[src/hw/rtl/ptau_pkg.sv]
`timescale 1ns / 1ps
`default_nettype none

package ptau_pkg;

   localparam int SLOT_MAX     = 8;
   localparam int NUM_TASKS_DEF = 8;
   localparam int CYCLE_W      = 30;
   localparam int TIME_W       = 32;
   localparam int LOSS_W       = 32;
   localparam int ACTION_W     = 2;
   localparam int TASK_ID_W    = 3;
   localparam int CSR_IDX_W    = 3;
   localparam int CSR_DATA_W   = 60;

   localparam logic [LOSS_W-1:0] LOSS_MAX = '1;

   typedef enum logic [ACTION_W-1:0] {
      ACT_TICK     = 2'd0,
      ACT_ACTIVATE = 2'd1,
      ACT_COMPLETE = 2'd2
   } action_type;

endpackage

`default_nettype wire

[src/hw/rtl/periodic_task_activation_unit.sv]
// Channel   | Ports                                            | Beat
// ----------+--------------------------------------------------+------------------------------
// request   | start, busy, req_action, req_task_id             | start && !busy
// response  | rsp_valid, rsp_ready_mask, rsp_pending_mask,     | rsp_valid, one cycle, no stall
//           | rsp_activate_ok, rsp_loss_count                  |
// csr       | csr_valid, csr_ready, csr_index, csr_data        | csr_valid && csr_ready
//
// One beat per cycle; the response leaves registered behind the request beat
// (input register, then one pass over all slots into the result register).
// The per-slot due compare and due/loss adders set the combinational path between them.
// Synchronous reset clears time, pending bits, loss counters and timing; busy is high in reset.
// The receiver cannot stall; csr writes are taken at any time, intended only when idle.
`timescale 1ns / 1ps
`default_nettype none

module periodic_task_activation_unit #(
   parameter int NUM_TASKS = ptau_pkg::NUM_TASKS_DEF
) (
   input  wire                                   clock,
   input  wire                                   reset,
   input  wire                                   start,
   output logic                                  busy,
   input  wire  [ptau_pkg::ACTION_W-1:0]         req_action,
   input  wire  [ptau_pkg::TASK_ID_W-1:0]        req_task_id,
   output logic                                  rsp_valid,
   output logic [ptau_pkg::SLOT_MAX-1:0]         rsp_ready_mask,
   output logic [ptau_pkg::SLOT_MAX-1:0]         rsp_pending_mask,
   output logic                                  rsp_activate_ok,
   output logic [ptau_pkg::LOSS_W-1:0]           rsp_loss_count,
   input  wire                                   csr_valid,
   output logic                                  csr_ready,
   input  wire  [ptau_pkg::CSR_IDX_W-1:0]        csr_index,
   input  wire  [ptau_pkg::CSR_DATA_W-1:0]       csr_data
);
   import ptau_pkg::*;

   logic                    s1_valid_ff;
   action_type              s1_action_ff;
   logic [TASK_ID_W-1:0]    s1_id_ff;

   logic [TIME_W-1:0]       tick_ff, tick_in;
   logic [CYCLE_W-1:0]      cycle_ff [NUM_TASKS];
   logic [CYCLE_W-1:0]      cycle_in [NUM_TASKS];
   logic [TIME_W-1:0]       due_ff   [NUM_TASKS];
   logic [TIME_W-1:0]       due_in   [NUM_TASKS];
   logic [LOSS_W-1:0]       loss_ff  [NUM_TASKS];
   logic [LOSS_W-1:0]       loss_in  [NUM_TASKS];
   logic [NUM_TASKS-1:0]    pending_ff, pending_in;

   logic [NUM_TASKS-1:0]    ready_in;
   logic                    ok_in;
   logic [LOSS_W-1:0]       loss_sel_in;

   logic                    rsp_valid_ff;
   logic [SLOT_MAX-1:0]     rsp_ready_ff, rsp_pending_ff;
   logic                    rsp_ok_ff;
   logic [LOSS_W-1:0]       rsp_loss_ff;

   logic                    csr_wr;

   assign busy      = reset;
   assign csr_ready = 1'b1;
   assign csr_wr    = csr_valid && csr_ready;

   always_comb begin
      logic [TIME_W-1:0] diff_v;
      diff_v      = '0;
      tick_in     = tick_ff;
      pending_in  = pending_ff;
      ready_in    = '0;
      ok_in       = 1'b0;
      cycle_in    = cycle_ff;
      due_in      = due_ff;
      loss_in     = loss_ff;
      if (s1_valid_ff) begin
         case (s1_action_ff)
            ACT_TICK: begin
               for (int k = 0; k < NUM_TASKS; k++) begin
                  diff_v = due_ff[k] - tick_ff;
                  if ((cycle_ff[k] != '0) && ((diff_v == '0) || diff_v[TIME_W-1])) begin
                     if (!pending_ff[k]) begin
                        pending_in[k] = 1'b1;
                        ready_in[k]   = 1'b1;
                     end else if (loss_ff[k] != LOSS_MAX) begin
                        loss_in[k] = loss_ff[k] + 1'b1;
                     end
                     due_in[k] = due_ff[k] + TIME_W'(cycle_ff[k]);
                  end
               end
               tick_in = tick_ff + 1'b1;
            end
            ACT_ACTIVATE: begin
               for (int k = 0; k < NUM_TASKS; k++) begin
                  if (s1_id_ff == TASK_ID_W'(k)) begin
                     if (!pending_ff[k]) begin
                        pending_in[k] = 1'b1;
                        ready_in[k]   = 1'b1;
                        ok_in         = 1'b1;
                     end else if (loss_ff[k] != LOSS_MAX) begin
                        loss_in[k] = loss_ff[k] + 1'b1;
                     end
                  end
               end
            end
            ACT_COMPLETE: begin
               for (int k = 0; k < NUM_TASKS; k++) begin
                  if (s1_id_ff == TASK_ID_W'(k)) begin
                     pending_in[k] = 1'b0;
                  end
               end
            end
            default: begin
            end
         endcase
      end
      if (csr_wr) begin
         for (int k = 0; k < NUM_TASKS; k++) begin
            if (csr_index == CSR_IDX_W'(k)) begin
               cycle_in[k] = csr_data[CYCLE_W-1:0];
               due_in[k]   = TIME_W'(csr_data[2*CYCLE_W-1:CYCLE_W]);
            end
         end
      end
   end

   always_comb begin
      loss_sel_in = LOSS_MAX;
      for (int k = 0; k < NUM_TASKS; k++) begin
         if (s1_id_ff == TASK_ID_W'(k)) begin
            loss_sel_in = loss_in[k];
         end
      end
   end

   always_ff @(posedge clock) begin
      if (reset) begin
         s1_valid_ff  <= 1'b0;
         rsp_valid_ff <= 1'b0;
         tick_ff      <= '0;
         pending_ff   <= '0;
         for (int k = 0; k < NUM_TASKS; k++) begin
            cycle_ff[k] <= '0;
            due_ff[k]   <= '0;
            loss_ff[k]  <= '0;
         end
      end else begin
         s1_valid_ff  <= start && !busy;
         rsp_valid_ff <= s1_valid_ff;
         tick_ff      <= tick_in;
         pending_ff   <= pending_in;
         cycle_ff     <= cycle_in;
         due_ff       <= due_in;
         loss_ff      <= loss_in;
      end
   end

   always_ff @(posedge clock) begin
      s1_action_ff   <= action_type'(req_action);
      s1_id_ff       <= req_task_id;
      rsp_ready_ff   <= SLOT_MAX'(ready_in);
      rsp_pending_ff <= SLOT_MAX'(pending_in);
      rsp_ok_ff      <= ok_in;
      rsp_loss_ff    <= loss_sel_in;
   end

   assign rsp_valid        = rsp_valid_ff;
   assign rsp_ready_mask   = rsp_ready_ff;
   assign rsp_pending_mask = rsp_pending_ff;
   assign rsp_activate_ok  = rsp_ok_ff;
   assign rsp_loss_count   = rsp_loss_ff;

endmodule

`default_nettype wire

[config.mk]
export PLATFORM = sky130hd
export DESIGN_NAME = periodic_task_activation_unit
export DESIGN_NICKNAME = d
export VERILOG_FILES = /design/src/hw/rtl/ptau_pkg.sv /design/src/hw/rtl/periodic_task_activation_unit.sv
export SDC_FILE = /design/constraint.sdc
export NUM_CORES = 2
export LEC_CHECK = 0
export BUFFER_PORTS_ARGS = -buffer_cell sky130_fd_sc_hd__buf_2
export CORE_AREA = 3 3 354 356
export DETAILED_ROUTE_END_ITERATION = 7
export DIE_AREA = 0 0 357 359
export MAX_ROUTING_LAYER = met4
export PLACE_DENSITY = 0.72
export SKIP_LAST_GASP = 1
export SYNTH_ARGS = -nofsm -noshare
export SYNTH_HDL_FRONTEND = slang
export SYNTH_SLANG_ARGS = --single-unit
[constraint.sdc]
create_clock -name clock -period 13 [get_ports clock]
set_clock_uncertainty 0.2 [all_clocks]
set_input_delay 1.95 -clock clock [delete_from_list [all_inputs] [get_ports clock]]
set_output_delay 1.95 -clock clock [all_outputs]
set_load 0.02 [all_outputs]
==> results.toml <==
[outcome]
outcome = "complete, no violations"

[logic_synthesis]
yosys.area.top_type_share_pct = 25.25
ys_seq_area_share_pct = 25.25
synth_seq_cells = 848
synthesis.area_sq_mm = 0.06724
synth_nets = 9703
async_flop_share_pct = 0
yosys_warnings = 0
synth_ff_type = "dfxtp_1"
synth_area_per_cell_sq_um = 7.374
yosys.area.top_type = "dfxtp_1"
syn-instance-count = 9118
yosys.cell_types.count = 98
synth_area_leaders = "dfxtp_1 25%, ha_1 9.2%, nand2_1 6.6%, a21oi_1 5.8%, nor2_1 5.6%"
yosys-top-cells-count = "1,189 x nand2_1, 1,002 x nor2_1, 848 x dfxtp_1"
synth_edf_count = 0
synth_most_common_cell = "nand2_1"

[placement]
port_buffers = 122
post-place-ws_ns = 6.087
gp_congestion = 1.079
dp_hpwl_um = 213800

[grt]
grt_use_met2_pct = 61.52
grt_pass1_wl_um = 423000
top_usage_layer = "met2"
grt_pass1_vias = 64440
grt_max_degree = 182
grt_antenna_before_repair = 45
met1_usage_pct = 57.91
global_route.usage.met3_pct = 12.79
grt.overflow.total = 0
grt_use_total_pct = 44.82

[routing]
num_vias = 72710
viasPerCell = 6.773
drc_errors = 0
wire_per_inst_um = 27.35
drtAntennaViolNets = 0
postRouteWirelength_um = 293700
drt_iter0_drc = 10350
drtPass1Iterations = 6

[sta]
worst_pin_slew_ns = 1.260
hold_viol_final = 0
slew_viol_final = 0
setup_tns_ns = 0
period_needed_ns = 7.257
fmax_mhz = 137.8
worst_slack_ns = 5.743
rsz0062_at_grt = "no"
setup_viol = 0
slew_headroom_pct = 15.92
fin_crit_sh_pct = 55.82

[clock_network]
clock_path_buffers = 3
cts.clk_slew.worst_paths_ns = 0.07
clk-insertion-delay-late_ns = 0.75
root_buffer = "clkbuf_16"
postCtsHoldBufs = 0
ctsHtreeMaxLevel = 3
post_cts_buffers = 0
clock-sinks = 848
cts_made_buffers = 101
ctsResizeCount = 0
cts_tree = "yes"

[power]
ir_drop_mv = 0.1254
cellPowerDensity_mw_per_mm2 = 103.0
finalPower_w = 0.007486
p_leak_nw = 29.34

[floorplan]
dieArea_sq_mm = 0.1282
start_util_pct = 55.10
die_h_um = 359
pin_count = 124
die_w_um = 357
num_rows = 128
core_sq_mm = 0.1220

[setup_path]
r2r_slack_ns = 5.74
required_ns = 13.43
path_class = "reg2reg"
r2r-end = "rsp_loss_count[13]$_DFF_P_"
reg2reg_from = "tick_ff[1]$_SDFFE_PP0P_"
critPathLaunch = "tick_ff[1]$_SDFFE_PP0P_"
start_kind = "register"
crit_arrival_ns = 7.69
end_kind = "register"
r2r_cells = 18
crit_path_max_fanout = 29

[worst_hold_path]
hold_path_class = "reg2reg"
min_to = "cycle_ff[127]$_SDFFE_PP0P_"
holdCritStartpoint = "cycle_ff[127]$_SDFFE_PP0P_"
min_path_cells = 2

[finish]
num-fill-cells = 11480
final_nets = 9556
final_layout_size_suffix_gt1_share_pct = 6.252
syn2layout_area_growth_pct = 8.065

[flow_run]
maxCapViolCount = 0
-- sequential cells by signal (all words and copies together) (netlist names) --
name              flops
s1_valid_ff           1
rsp_activate_ok       1
cycle_ff            240
due_ff              256
s1_action_ff          2
rsp_pending_mask      8
rsp_valid             1
rsp_ready_mask        8
tick_ff              32
rsp_loss_count       32
s1_id_ff              3
pending_ff            8
loss_ff             256
-- cell usage in the layout, fill, tap and decap left out, types with 77 or more instances in the layout --
cell,n
nand2_1,1183
nor2_1,989
dfxtp_1,847
a21oi_1,778
ha_1,497
o21ai_0,400
xnor2_1,295
nor3_1,279
nand3_1,264
a211oi_1,248
inv_1,221
xor2_1,213
nand4_1,167
a21o_1,159
nor2b_1,157
nor4_1,134
and3_1,133
mux2i_1,130
buf_2,121
buf_4,121
nand2b_1,102
o21a_1,101
clkbuf_16,101
o211ai_1,86
a31oi_1,80
and2_1,79
or3_1,78
a311oi_1,77
-- layout make-up --
cell class | count | area (sq um) | area share, %
inverter | 223 | 837.1 | 1.152
tap | 1625 | 2033 | 2.798
timing repair buffer | 245 | 1569 | 2.159
clock inverter | 37 | 479.2 | 0.6595
clock buffer | 148 | 3024 | 4.162
multi-input combinational | 7552 | 47600 | 65.50
antenna | 58 | 145.1 | 0.1997
sequential | 848 | 16980 | 23.37
-- stage by stage --
step,utilization [%],cell area (sq um),hold WS (ns),cells
after floorplan,-,67240,0.2347,9118
after global routing,59.49,72600,0.2970,10710
after detailed placement,56.55,69010,0.2679,10490
after CTS,59.42,72520,0.2762,10680
final,59.54,72660,0.2774,10740
after global placement,56.55,69010,0.2613,10490
-- how the worst max path moves through the flow --
stage,to,slack (ns),cells after the start
6_report,rsp_loss_count[13]$_DFF_P_,5.74,18
5_1_grt,rsp_loss_count[25]$_DFF_P_,5.71,18
4_1_cts,rsp_loss_count[25]$_DFF_P_,6.06,18
3_5_place_dp,rsp_loss_count[25]$_DFF_P_,6.09,18
3_3_place_gp,rsp_loss_count[25]$_DFF_P_,6.06,18
2_1_floorplan,rsp_loss_count[14]$_DFF_P_,7.78,16
-- power by group --
| group | internal (W) | total [W] | switching [W] |
|---|---|---|---|
| Sequential | 0.00266 | 0.00273 | 0.0000713 |
| Clock | 0.00174 | 0.00302 | 0.00129 |
| Combinational | 0.000593 | 0.00173 | 0.00114 |
| Total | 0.00499 | 0.00749 | 0.00249 |
-- cell families after synthesis --
logic type | after synthesis | share of synthesized area (%)
compound gates | 2541 | 24.76
fa+ha+maj | 513 | 9.725
flops | 848 | 25.25
buf+inv | 718 | 4.185
simple gates | 3842 | 27.24
other cells | 1 | 0.005577
xor+xnor | 508 | 6.617
mux | 147 | 2.220
-- worst max-delay path, cell delays in order (launching register included) --
cell and delay [ns]:
dfxtp_1 0.31, buf_4 0.40, inv_1 0.69, ha_1 0.57
nand2b_1 0.09, a21oi_1 0.23, o21bai_1 0.17, o21ai_1 0.53
a221oi_1 0.19, xnor2_1 0.17, or4_1 0.51, nor4_1 0.54
o2111ai_1 0.56, nand3_1 0.24, buf_4 0.37, nand2_1 0.34
or3_1 0.45, a21o_1 0.19, a222oi_1 0.36
-- routing by layer --
layer	vias up	wire, um
met5	-	0
met4	0	19580
met3	866	39410
met2	4431	119300
met1	34320	115400
li1	33100	-
Power figures use the tool's default switching activity.
